<file path="config.mk">
export PLATFORM = sky130hd
export DESIGN_NAME = pwm_pulse_duty_capture_flat
export DESIGN_NICKNAME = d
export VERILOG_FILES = /design/src/sv/pdc_pkg.sv /design/src/sv/pdc_chan_if.sv /design/src/sv/pdc_div.sv /design/src/sv/pwm_pulse_duty_capture.sv /design/src/flat_wrapper.sv
export VERILOG_INCLUDE_DIRS = /design/src /design/src/sv
export SDC_FILE = /design/constraint.sdc
export NUM_CORES = 2
export LEC_CHECK = 0
export BUFFER_PORTS_ARGS = -buffer_cell sky130_fd_sc_hd__buf_4
export CORE_MARGIN = 1.5
export CORE_UTILIZATION = 45
export CTS_CLUSTER_DIAMETER = 120
export DETAILED_ROUTE_END_ITERATION = 10
export MAX_ROUTING_LAYER = met4
export PLACE_DENSITY = 0.65
export SKIP_LAST_GASP = 1
export SYNTH_ARGS = -nofsm -noshare
export SYNTH_HDL_FRONTEND = slang
export SYNTH_SLANG_ARGS = --single-unit
</file>
<file path="constraint.sdc">
create_clock -name i_clk -period 7.6 [get_ports i_clk]
set_clock_uncertainty 0.15 [all_clocks]
set_input_delay 0.76 -clock i_clk [delete_from_list [all_inputs] [get_ports i_clk]]
set_output_delay 0.76 -clock i_clk [all_outputs]
set_load 0.1 [all_outputs]
</file>
<file path="src/sv/assert_macros.svh">
// Assertion macros used by the top-level RTL file.
`ifndef ASSERT_MACROS_SVH
`define ASSERT_MACROS_SVH

// Generic clocked assertion, disabled while the active-low reset is low.
`define ASSERT_RST(lbl, clk, rst_n, prop, msg) \
    lbl: assert property (@(posedge clk) disable iff (!rst_n) prop) else $error(msg);

// Assertion on the block clock and reset.
`define ASSERT_SYNC(lbl, prop, msg) `ASSERT_RST(lbl, i_clk, i_rst_n, prop, msg)

`endif

</file>
<file path="src/sv/pdc_pkg.sv">
// Package: widths, constants and state types of the PWM duty capture block.
package pdc_pkg;

    localparam int FRAC_BITS = 16;

    localparam int TIME_W   = 63;
    localparam int PERIOD_W = 32;
    localparam int DUTY_W   = 17;
    localparam int SCALE_W  = 8;
    localparam int OFFS_W   = 17;
    localparam int CFG_W    = 17;
    localparam int HIGH_W   = 49;
    localparam int SH_W     = SCALE_W + HIGH_W;

    // quotient bits needed before the result is known to clamp to one
    localparam int QUO_W    = ((FRAC_BITS > OFFS_W) ? FRAC_BITS : OFFS_W) + 1;
    localparam int SAT_SH   = QUO_W - FRAC_BITS;
    localparam int CNT_W    = $clog2(QUO_W);

    localparam logic [HIGH_W-1:0]   HIGH_CAP     = HIGH_W'(1) << (HIGH_W - 1);
    localparam logic [QUO_W-1:0]    ONE_Q        = QUO_W'(1) << FRAC_BITS;
    localparam logic [SCALE_W-1:0]  SCALE_RST    = SCALE_W'(20);
    localparam logic [OFFS_W-1:0]   OFFSET_RST   = OFFS_W'(65536);
    localparam logic [DUTY_W-1:0]   DUTY_RST     = DUTY_W'(65536);
    localparam logic [PERIOD_W-1:0] PERIOD_RST   = PERIOD_W'(1);

    typedef enum logic [0:0] {
        CFG_SCALE  = 1'b0,
        CFG_OFFSET = 1'b1
    } t_cfg_idx;

    typedef enum logic [1:0] {
        ST_IDLE,
        ST_MUL,
        ST_DIV,
        ST_FIN
    } t_state;

    typedef enum logic [1:0] {
        DV_IDLE,
        DV_CHK,
        DV_RUN
    } t_div_state;

    typedef struct packed {
        logic             done;
        logic             sat;
        logic [QUO_W-1:0] quo;
    } t_div_res;

endpackage

</file>
<file path="src/sv/pdc_chan_if.sv">
// Request channel interfaces: edge events in, duty/period reports out.
interface pdc_in_if;
    logic                       valid;
    logic                       ready;
    logic                       pin_level;
    logic [pdc_pkg::TIME_W-1:0] time_us;

    modport source (output valid, output pin_level, output time_us, input ready);
    modport sink   (input valid, input pin_level, input time_us, output ready);
endinterface

interface pdc_out_if;
    logic                         valid;
    logic                         ready;
    logic [pdc_pkg::DUTY_W-1:0]   duty_q16;
    logic [pdc_pkg::PERIOD_W-1:0] period_us;
    logic                         duty_updated;

    modport source (output valid, output duty_q16, output period_us,
                    output duty_updated, input ready);
    modport sink   (input valid, input duty_q16, input period_us,
                    input duty_updated, output ready);
endinterface

</file>
<file path="src/sv/pdc_div.sv">
// Iterative restoring divider: saturation check, then one quotient bit per cycle.
module pdc_div (
    input  logic                         i_clk,
    input  logic                         i_rst_n,
    input  logic                         i_start,
    input  logic [pdc_pkg::SH_W-1:0]     i_sh,
    input  logic [pdc_pkg::PERIOD_W-1:0] i_period,
    output pdc_pkg::t_div_res            o_res
);

    pdc_pkg::t_div_state r_state, n_state;

    logic [pdc_pkg::SH_W-1:0]     r_sh;
    logic [pdc_pkg::PERIOD_W-1:0] r_p;
    logic [pdc_pkg::PERIOD_W-1:0] r_rem;
    logic [pdc_pkg::QUO_W-1:0]    r_x;
    logic [pdc_pkg::QUO_W-1:0]    r_q;
    logic [pdc_pkg::CNT_W-1:0]    r_cnt;
    logic                         r_sat;
    logic                         r_done;

    logic                         w_load, w_chk, w_run;
    logic                         w_sat, w_last, w_ge;
    logic [pdc_pkg::SH_W-1:0]     w_p_sh;
    logic [pdc_pkg::PERIOD_W:0]   w_trial;
    logic [pdc_pkg::PERIOD_W:0]   w_diff;

    assign w_p_sh  = pdc_pkg::SH_W'({r_p, {pdc_pkg::SAT_SH{1'b0}}});
    assign w_sat   = (r_sh >= w_p_sh);
    assign w_last  = (r_cnt == pdc_pkg::CNT_W'(pdc_pkg::QUO_W - 1));
    assign w_trial = {r_rem, r_x[pdc_pkg::QUO_W-1]};
    assign w_ge    = (w_trial >= {1'b0, r_p});
    assign w_diff  = w_trial - {1'b0, r_p};

    always_comb begin
        n_state = r_state;
        unique case (r_state)
            pdc_pkg::DV_IDLE: if (i_start) n_state = pdc_pkg::DV_CHK;
            pdc_pkg::DV_CHK:  n_state = w_sat ? pdc_pkg::DV_IDLE : pdc_pkg::DV_RUN;
            pdc_pkg::DV_RUN:  if (w_last) n_state = pdc_pkg::DV_IDLE;
            default:          n_state = pdc_pkg::DV_IDLE;
        endcase
    end

    always_comb begin
        w_load = 1'b0;
        w_chk  = 1'b0;
        w_run  = 1'b0;
        unique case (r_state)
            pdc_pkg::DV_IDLE: w_load = i_start;
            pdc_pkg::DV_CHK:  w_chk  = 1'b1;
            pdc_pkg::DV_RUN:  w_run  = 1'b1;
            default: ;
        endcase
    end

    always_ff @(posedge i_clk) begin
        if (!i_rst_n) begin
            r_state <= pdc_pkg::DV_IDLE;
            r_done  <= 1'b0;
        end else begin
            r_state <= n_state;
            r_done  <= (w_chk && w_sat) || (w_run && w_last);
        end
    end

    always_ff @(posedge i_clk) begin
        if (w_load) begin
            r_sh <= i_sh;
            r_p  <= i_period;
        end
        if (w_chk) begin
            r_sat <= w_sat;
            r_rem <= pdc_pkg::PERIOD_W'(r_sh >> pdc_pkg::SAT_SH);
            r_x   <= {r_sh[pdc_pkg::SAT_SH-1:0], {pdc_pkg::FRAC_BITS{1'b0}}};
            r_cnt <= '0;
        end
        if (w_run) begin
            r_rem <= w_ge ? w_diff[pdc_pkg::PERIOD_W-1:0] : w_trial[pdc_pkg::PERIOD_W-1:0];
            r_q   <= {r_q[pdc_pkg::QUO_W-2:0], w_ge};
            r_x   <= r_x << 1;
            r_cnt <= r_cnt + pdc_pkg::CNT_W'(1);
        end
    end

    assign o_res.done = r_done;
    assign o_res.sat  = r_sat;
    assign o_res.quo  = r_q;

endmodule

</file>
<file path="src/sv/pwm_pulse_duty_capture.sv">
// Top level: PWM edge capture, period latch and duty computation sequencer.
// Rising edge or zero period: the result is registered in the cycle after the request.
// Falling edge: Q1.16 duty via states MUL, DIV and FIN, set by the restoring divider that
// produces one quotient bit per cycle (quotient width 18); saturation skips the bit loop.
// One request at a time; a new request is taken once the previous result can leave.
// Reset (synchronous, active low): period 1, last rise 0, duty 1.0, scale 20,
// offset 1.0, output empty.
module pwm_pulse_duty_capture (
    input  logic                      i_clk,
    input  logic                      i_rst_n,
    input  logic                      i_cfg_we,
    input  pdc_pkg::t_cfg_idx         i_cfg_idx,
    input  logic [pdc_pkg::CFG_W-1:0] i_cfg_data,
    pdc_in_if.sink                    i_in,
    pdc_out_if.source                 o_out
);

    `include "assert_macros.svh"

    pdc_pkg::t_state r_state, n_state;

    logic [pdc_pkg::SCALE_W-1:0]  r_scale;
    logic [pdc_pkg::OFFS_W-1:0]   r_offset;
    logic [pdc_pkg::PERIOD_W-1:0] r_period;
    logic [pdc_pkg::TIME_W-1:0]   r_last_rise;
    logic [pdc_pkg::DUTY_W-1:0]   r_duty;
    logic [pdc_pkg::HIGH_W-1:0]   r_high;

    logic                         r_out_valid;
    logic [pdc_pkg::DUTY_W-1:0]   r_out_duty;
    logic [pdc_pkg::PERIOD_W-1:0] r_out_period;
    logic                         r_out_upd;

    logic                         w_slot, w_acc, w_rise, w_calc;
    logic                         w_in_ready, w_start, w_fin_load;
    logic [pdc_pkg::TIME_W-1:0]   w_delta;
    logic [pdc_pkg::PERIOD_W-1:0] w_period_new;
    logic [pdc_pkg::HIGH_W-1:0]   w_high_new;
    logic [pdc_pkg::SH_W-1:0]     w_sh;
    logic [pdc_pkg::QUO_W-1:0]    w_off, w_sub, w_val;
    pdc_pkg::t_div_res            w_div;

    assign w_slot  = !r_out_valid || o_out.ready;
    assign w_acc   = i_in.valid && w_in_ready;
    assign w_rise  = i_in.pin_level;
    assign w_calc  = w_acc && !w_rise && (r_period != '0);
    assign w_delta = i_in.time_us - r_last_rise;

    assign w_period_new = (|w_delta[pdc_pkg::TIME_W-1:pdc_pkg::PERIOD_W]) ? '1
                        : w_delta[pdc_pkg::PERIOD_W-1:0];
    assign w_high_new   = (w_delta > pdc_pkg::TIME_W'(pdc_pkg::HIGH_CAP)) ? pdc_pkg::HIGH_CAP
                        : w_delta[pdc_pkg::HIGH_W-1:0];

    assign w_sh = pdc_pkg::SH_W'(r_scale) * pdc_pkg::SH_W'(r_high);

    pdc_div u_div (
        .i_clk    (i_clk),
        .i_rst_n  (i_rst_n),
        .i_start  (w_start),
        .i_sh     (w_sh),
        .i_period (r_period),
        .o_res    (w_div)
    );

    // offset subtract and clamp to 0..1
    assign w_off = pdc_pkg::QUO_W'(r_offset);
    assign w_sub = w_div.quo - w_off;
    always_comb begin
        if (w_div.sat) begin
            w_val = pdc_pkg::ONE_Q;
        end else if (w_div.quo <= w_off) begin
            w_val = '0;
        end else if (w_sub > pdc_pkg::ONE_Q) begin
            w_val = pdc_pkg::ONE_Q;
        end else begin
            w_val = w_sub;
        end
    end

    always_comb begin
        n_state = r_state;
        unique case (r_state)
            pdc_pkg::ST_IDLE: if (w_calc) n_state = pdc_pkg::ST_MUL;
            pdc_pkg::ST_MUL:  n_state = pdc_pkg::ST_DIV;
            pdc_pkg::ST_DIV:  if (w_div.done) n_state = pdc_pkg::ST_FIN;
            pdc_pkg::ST_FIN:  if (w_slot) n_state = pdc_pkg::ST_IDLE;
            default:          n_state = pdc_pkg::ST_IDLE;
        endcase
    end

    always_comb begin
        w_in_ready = 1'b0;
        w_start    = 1'b0;
        w_fin_load = 1'b0;
        unique case (r_state)
            pdc_pkg::ST_IDLE: w_in_ready = w_slot;
            pdc_pkg::ST_MUL:  w_start    = 1'b1;
            pdc_pkg::ST_DIV:  ;
            pdc_pkg::ST_FIN:  w_fin_load = w_slot;
            default: ;
        endcase
    end

    always_ff @(posedge i_clk) begin
        if (!i_rst_n) begin
            r_state     <= pdc_pkg::ST_IDLE;
            r_scale     <= pdc_pkg::SCALE_RST;
            r_offset    <= pdc_pkg::OFFSET_RST;
            r_period    <= pdc_pkg::PERIOD_RST;
            r_last_rise <= '0;
            r_duty      <= pdc_pkg::DUTY_RST;
            r_out_valid <= 1'b0;
        end else begin
            r_state <= n_state;
            if (i_cfg_we) begin
                unique case (i_cfg_idx)
                    pdc_pkg::CFG_SCALE:  r_scale  <= i_cfg_data[pdc_pkg::SCALE_W-1:0];
                    pdc_pkg::CFG_OFFSET: r_offset <= i_cfg_data[pdc_pkg::OFFS_W-1:0];
                    default: ;
                endcase
            end
            if (w_acc && w_rise) begin
                r_period    <= w_period_new;
                r_last_rise <= i_in.time_us;
            end
            if (r_state == pdc_pkg::ST_DIV && w_div.done) begin
                r_duty <= pdc_pkg::DUTY_W'(w_val);
            end
            if ((w_acc && !w_calc) || w_fin_load) begin
                r_out_valid <= 1'b1;
            end else if (o_out.ready) begin
                r_out_valid <= 1'b0;
            end
        end
    end

    always_ff @(posedge i_clk) begin
        if (w_calc) begin
            r_high <= w_high_new;
        end
        if (w_acc && !w_calc) begin
            r_out_duty   <= r_duty;
            r_out_period <= w_rise ? w_period_new : r_period;
            r_out_upd    <= 1'b0;
        end else if (w_fin_load) begin
            r_out_duty   <= r_duty;
            r_out_period <= r_period;
            r_out_upd    <= 1'b1;
        end
    end

    assign i_in.ready         = w_in_ready;
    assign o_out.valid        = r_out_valid;
    assign o_out.duty_q16     = r_out_duty;
    assign o_out.period_us    = r_out_period;
    assign o_out.duty_updated = r_out_upd;

    `ASSERT_SYNC(a_done_in_div, w_div.done |-> (r_state == pdc_pkg::ST_DIV), "divider done outside wait")
    `ASSERT_SYNC(a_calc_starts, w_calc |=> (r_state == pdc_pkg::ST_MUL), "falling edge did not start")
    `ASSERT_SYNC(a_fin_reports, w_fin_load |=> (o_out.valid && o_out.duty_updated), "duty not reported")
    `ASSERT_SYNC(a_busy_no_req, (r_state != pdc_pkg::ST_IDLE) |-> !i_in.ready, "request taken while busy")

endmodule

</file>
<file path="src/flat_wrapper.sv">
// flat-port wrapper written by rule: the top's interface ports become plain ports
module pwm_pulse_duty_capture_flat 
  (i_clk, i_rst_n, i_cfg_we, i_cfg_idx, i_cfg_data, i_in_valid, i_in_pin_level, i_in_time_us, i_in_ready, o_out_valid, o_out_duty_q16, o_out_period_us, o_out_duty_updated, o_out_ready);
  pdc_in_if i_in_i ();
  pdc_out_if o_out_i ();
  input  logic i_clk;
  input  logic i_rst_n;
  input  logic i_cfg_we;
  input  pdc_pkg::t_cfg_idx i_cfg_idx;
  input  logic [pdc_pkg::CFG_W-1:0] i_cfg_data;
  input wire logic [$bits(i_in_i.valid)-1:0] i_in_valid;
  input wire logic [$bits(i_in_i.pin_level)-1:0] i_in_pin_level;
  input wire logic [$bits(i_in_i.time_us)-1:0] i_in_time_us;
  output wire logic [$bits(i_in_i.ready)-1:0] i_in_ready;
  output wire logic [$bits(o_out_i.valid)-1:0] o_out_valid;
  output wire logic [$bits(o_out_i.duty_q16)-1:0] o_out_duty_q16;
  output wire logic [$bits(o_out_i.period_us)-1:0] o_out_period_us;
  output wire logic [$bits(o_out_i.duty_updated)-1:0] o_out_duty_updated;
  input wire logic [$bits(o_out_i.ready)-1:0] o_out_ready;
  assign i_in_i.valid = i_in_valid;
  assign i_in_i.pin_level = i_in_pin_level;
  assign i_in_i.time_us = i_in_time_us;
  assign i_in_ready = i_in_i.ready;
  assign o_out_valid = o_out_i.valid;
  assign o_out_duty_q16 = o_out_i.duty_q16;
  assign o_out_period_us = o_out_i.period_us;
  assign o_out_duty_updated = o_out_i.duty_updated;
  assign o_out_i.ready = o_out_ready;
  pwm_pulse_duty_capture u_core (.i_clk(i_clk), .i_rst_n(i_rst_n), .i_cfg_we(i_cfg_we), .i_cfg_idx(i_cfg_idx), .i_cfg_data(i_cfg_data), .i_in(i_in_i), .o_out(o_out_i));
endmodule
</file>
Yosys cells after proc, flatten, opt, wreduce, memory -nomap -nowiden. Cells that the tools add are included. Widths: inputs -> output; s select.

Register bits after elaboration: 389. Bits of input ports: 87. Output and inout bits: 52.

Add/sub/neg operators: 4. Multipliers: 1. Order comparisons: 5. Eq/ne operators: 11. Muxes and demuxes: 32. Bitwise gates (word level): 1. Reduce and logical (&&, ||, !) cells: 25.

Operators by type and width (number): $mux 32 (7); $mux 17 (5); $gt 63x49->1 const B (1); $sub 63x63->63 (1); $ge 57x34->1 (1); $mul 8x49->57 (1); $mux 18 (2); $ge 33x32->1 (1); $reduce_bool 32->1 (1); $sub 32x32->32 (1); $reduce_or 31->1 (1); $gt 18x17->1 const B (1); $le 18x17->1 (1); $sub 18x17->18 (1); $mux 2 (6); $mux 5 (2); $logic_and 1x1->1 (8); $mux 1 (8); $pmux 2 s4 (1); $eq 2x2->1 const B (3); $ne 2x2->1 const B (3); $pmux 2 s3 (1); $reduce_and 2->1 (3); $reduce_bool 2->1 (3); other kinds (9) (16).

Longest topological paths before layout.
Word-level depth: 10. Gate-level depth with buffers: 24. Mapped depth without buffers: 22.

By module. A second synthesis with hierarchy kept.

Cells, all modules: 3787. Area total of the unflattened synthesis: 34271.6 µm².

By module, submodules not included: pwm_pulse_duty_capture (instances 1, cells an instance 3080, area an instance 26170.1 µm², seq. area each 5765.5 µm²); pdc_div (instances 1, cells an instance 707, area an instance 8101.5 µm², seq. area each 4474.3 µm²).

Worst setup path after synthesis. No wires, ideal clock.

Path kind: flip-flop to flip-flop. Start point: register u_core.r_out_valid, in the netlist u_core.o_out.valid. End point: register u_core.r_out_duty, in the netlist u_core.o_out.duty_q16[0] (enable). Data arrival time: 6.792 ns. Path slack: 0.190 ns. Cell stages (with the launch flop): 7. Buffers on the path: 0. Clock period less this slack: 7.410 ns. Cell sequence: dfxtp_1 > nand2b_1 > and2_0 > nand2_1 > nor3_1 > nor2_1 > a21o_1.

Cells in the longest elaborated chain, start to end: 9. Elaborated cells on any way between the ends: 10. Those cells by class: mux: 2; reduce/logical: 8.

Ends and longest elaborated chain: from (decl) (line pwm_pulse_duty_capture.sv:29) `logic r_out_valid;`; from (signal assigned) (line pwm_pulse_duty_capture.sv:112) `r_out_valid <= 1'b0;`; from (signal assigned) (line pwm_pulse_duty_capture.sv:130) `r_out_valid <= 1'b1;`; from (signal assigned) (line pwm_pulse_duty_capture.sv:132) `r_out_valid <= 1'b0;`; $logic_not 1->1 (line pwm_pulse_duty_capture.sv:43) `assign w_slot = !r_out_valid || o_out.ready;`; $logic_or 1x1->1 (line pwm_pulse_duty_capture.sv:43); $mux 1 (line pwm_pulse_duty_capture.sv:95) `unique case (r_state)`; named net i_in_ready (line flat_wrapper.sv:14) `output wire logic [$bits(i_in_i.ready)-1:0] i_in_ready;`; $logic_and 1x1->1 (line pwm_pulse_duty_capture.sv:44) `assign w_acc = i_in.valid && w_in_ready;`; $logic_and 1x1->1 (2 in series) (line pwm_pulse_duty_capture.sv:46) `assign w_calc = w_acc && !w_rise && (r_period != '0);`; named net u_core.w_calc (line pwm_pulse_duty_capture.sv:34) `logic w_slot, w_acc, w_rise, w_calc;`; $logic_not 1->1 (line pwm_pulse_duty_capture.sv:141) `if (w_acc && !w_calc) begin`; $logic_and 1x1->1 (line pwm_pulse_duty_capture.sv:141); $reduce_bool 2->1 (no line); to (signal assigned) (line pwm_pulse_duty_capture.sv:142) `r_out_duty <= r_duty;`; to (signal assigned) (line pwm_pulse_duty_capture.sv:146) `r_out_duty <= r_duty;`; to (decl) (line pwm_pulse_duty_capture.sv:30) `logic [pdc_pkg::DUTY_W-1:0] r_out_duty;`.

The timed path passes the listed nets, and every way through them passes these cells. A chain may end at the register's enable or synchronous reset.

Worst setup path in the final report.
Start point: register u_core.r_scale[2] (netlist bit). End point: register u_core.u_div.r_sh[55] (netlist bit) (data pin).

Cells in the longest elaborated chain, start to end: 1.

Ends and longest elaborated chain: from (decl) (line pwm_pulse_duty_capture.sv:22) `logic [pdc_pkg::SCALE_W-1:0] r_scale;`; from (signal assigned) (line pwm_pulse_duty_capture.sv:107) `r_scale <= pdc_pkg::SCALE_RST;`; from (signal assigned) (line pwm_pulse_duty_capture.sv:117) `pdc_pkg::CFG_SCALE: r_scale <= i_cfg_data[pdc_pkg::SCALE_W-1:0];`; $mul 8x49->57 (line pwm_pulse_duty_capture.sv:54) `assign w_sh = pdc_pkg::SH_W'(r_scale) * pdc_pkg::SH_W'(r_high);`; named net u_core.u_div.i_sh, one bit (line pdc_div.sv:6) `input logic [pdc_pkg::SH_W-1:0] i_sh,`; to (signal assigned) (line pdc_div.sv:69) `r_sh <= i_sh;`; to (decl) (line pdc_div.sv:13) `logic [pdc_pkg::SH_W-1:0] r_sh;`.

The timed path passes the listed nets, and every way through them passes these cells.

==> flow_summary.ini <==
[cells_and_area]
syn_to_final_growth_pct = 10.3
register_area_sq_um = 10200
n_fill_cell = 6876
final_common_cell = inv_1
final_area_sq_um = 36900
final_nets = 4289
drive_above_1_share = 0.0749
layout_common_cells = inv_1, nand2_1, a21oi_1
fin_cells = 4687
multi_input_area_sq_um = 21000

[setup_path]
max_stage_delay_ns = 0.74
critPathRequiredTime_ns = 7.75
path_delay_family = adder cells
crit_type = reg -> reg
timing.rr.start = u_core.r_scale[2]$_SDFFE_PN1P_
regToRegSetupSlack_ns = 0.47
crit_path_max_fanout = 32
crit_top_cell = fa_1
path_cells = buf_4, and2_1, fa_1, fa_1, fa_1, inv_1, fa_1, inv_1, ha_1, o21a_1, nor2_1, or3_1, a211oi_1, or3b_2, and2_1, a31oi_1, o31ai_1, a41oi_1, o31ai_1, o41ai_1, xnor2_1
path_buf_inv = 3
start_kind = flop
critPathCaptureType = flop
critPathSlowestCell = dfxtp_1
arrival_ns = 7.28
critPathLaunch = u_core.r_scale[2]$_SDFFE_PN1P_

[pwr]
power.total_mw = 11.2
vdd.ir_drop.worst_mv = 0.230
power.density_nw_per_um2 = 302
p_leak_nw = 15.8

[cts]
clk_pin_slew_worst_paths_ns = 0.06
cts_sinks = 389
cts_buffers = 46
cts_tree = built
htreeDepth = 2
cts_hold_buf = 0
cts-resized-gates = 0
root_buffer = clkbuf_16
clockBufferDepth = 3
clock_latency_ns = 0.59
post_cts_buffers = 0

[timing]
hold_ws_ns = 0.259
maxSlewHeadroom = 0.289
min_period_ns = 7.13
hold_viol = 0
tightest_slew_ns = 1.06
min_period_over_period = 0.939
setup_viol = 0
setup_tns_ns = 0
drv_slew = 0
clock.fmax_mhz = 140
rsz0062_at_grt = false

[logic_synthesis]
synth_top_family_by_area = adder cells
ys_warn_count = 0
synth_mux_area_frac = 0.00967
ys_seq_elements = 389
synthFlopType = edfxtp_1
syn-instance-count = 3628
ys_async_sr_fraction = 0
postSynthAreaPerCell_sq_um = 9.23
yosys.area_share.simple = 0.178
synth_compound_area_frac = 0.144
synth_seq_area_share = 0.306
syn-cell-area_sq_um = 33500
synthXorXnorAreaFrac = 0.0379
synth-edff-count = 245
synthAdderAreaFrac = 0.256
yosysUniqueCellTypes = 84
synth_nets = 4229

[place]
gp_congestion = 0.925
hpwlAfterDp_mm = 68.6
io_buffers = 138
dp.cells = 4599
dpl_cell_area_sq_um = 35400

[routing]
drt_iter0_drc = 1609
wl_mm = 87.2
via_count = 25400
detail_route.wl_per_cell_um = 18.6
vias_per_cell = 5.43
route.detailed.drc = 0
dr.pass1.iters = 5
drtAntennaViolNets = 0

[global_route]
grt_use_total = 0.236
grt_pass1_wl_mm = 137
grt_max_degree = 80
grt-ovfl-total = 0
antenna_found_initial = 4
grt_pass1_vias = 24500

[die]
initial_core_util = 0.457
die-area_sq_um = 76100
die_height_um = 276
die_width_um = 276
rows = 99
num_io_pins = 139
coreArea_sq_um = 73300

[job]
maxCapViolCount = 0

[worst_hold_path]
min_path_type = in -> reg
hp-start = i_cfg_data[16]

[outcome]
status = complete, no violations
-- cell usage after synthesis, types with 28 or more instances --
cell / number / area [sq um]
nor3_1: 73 / 365
xor2_1: 61 / 534
nand4_1: 44 / 275
o21ai_0: 95 / 475
a21o_1: 107 / 803
xnor2_1: 84 / 736
nand2_1: 402 / 1510
fa_1: 285 / 5710
ha_1: 229 / 2870
dfxtp_1: 144 / 2880
a21oi_1: 317 / 1590
nor2_1: 174 / 653
mux2i_1: 29 / 290
a211oi_1: 48 / 360
inv_1: 440 / 1650
edfxtp_1: 245 / 7360
and2_1: 305 / 1910
nand2b_1: 28 / 175
clkbuf_1: 115 / 432
nand3_1: 42 / 210
-- final timing paths --
kind                                                             to  cells after the start
worst min-delay path               u_core.r_offset[16]$_SDFFE_PN1P_                      3
worst max register to register      u_core.u_div.r_sh[55]$_DFFE_PP_                     21
worst max-delay path                u_core.u_div.r_sh[55]$_DFFE_PP_                     21
worst min register to register  u_core.o_out.duty_q16[11]$_DFFE_PP_                      0
-- stage by stage --
stage,util,worst slack (ns)
after global placement,0.482,0.644
after global routing,0.504,0.145
after floorplan,-,0.190
after CTS,0.504,0.477
after detailed placement,0.482,0.520
final,0.504,0.467
-- routing by layer --
metal  track usage  wire (um)  share of wire  up-vias
met5             -          0              0        -
met4        0.0532       1740          0.020        0
met3        0.0473       5620          0.064      100
met2         0.349      38300           0.44      625
met1         0.332      41600           0.48    12300
li1              -          -              -    12400
-- state kept, by name (all words and copies together) (netlist names), 5 cells and up --
| register | count |
|---|---|
| u_core.u_div.r_q | 18 |
| u_core.r_period | 32 |
| u_core.u_div.r_cnt | 5 |
| u_core.r_high | 49 |
| u_core.u_div.r_sh | 57 |
| u_core.r_scale | 8 |
| u_core.r_last_rise | 63 |
| u_core.r_offset | 17 |
| u_core.o_out.duty_q16 | 17 |
| u_core.u_div.r_rem | 32 |
| u_core.r_duty | 17 |
| u_core.u_div.r_p | 32 |
| u_core.o_out.period_us | 32 |
-- worst register-to-register path, delay by kind of cell (launching register included) --
| kind | cells | cell delay, ns |
|---|---|---|
| adder cells (fa/ha/maj) | 5 | 2.32 |
| AO/OA/AOI/OAI | 7 | 1.75 |
| AND/OR/NAND/NOR | 5 | 1.23 |
| flip-flops | 1 | 0.74 |
| buffers and inverters | 3 | 0.55 |
| XOR/XNOR | 1 | 0.11 |
-- kinds of logic (layout without fill, tap and decap cells) --
kind of cell | Yosys count | after routing
AOI/OAI and AO/OA | 765 | 765
xor gates and xnor gates | 145 | 145
adders and majority gates | 514 | 514
buffers and inverters | 593 | 690
DFF | 389 | 389
muxes | 32 | 32
other | 0 | 3
and+or+nand+nor | 1190 | 1190
-- power by group --
group / switching, mW / total (mW) / internal (mW)
registers: 0.294 / 3.23 / 2.94
clock network: 0.934 / 2.28 / 1.35
logic: 3.70 / 5.65 / 1.95
total: 4.93 / 11.2 / 6.24
-- layout make-up --
class                      count  area share
inverter                     441      0.0449
timing repair buffer         164      0.0337
tap                          959      0.0325
clock buffer                  60      0.0348
sequential                   389       0.277
multi-input combinational   2646       0.569
clock inverter                25     0.00769
antenna                        3    0.000203
Note: power is estimated with default switching activity, not from simulation.
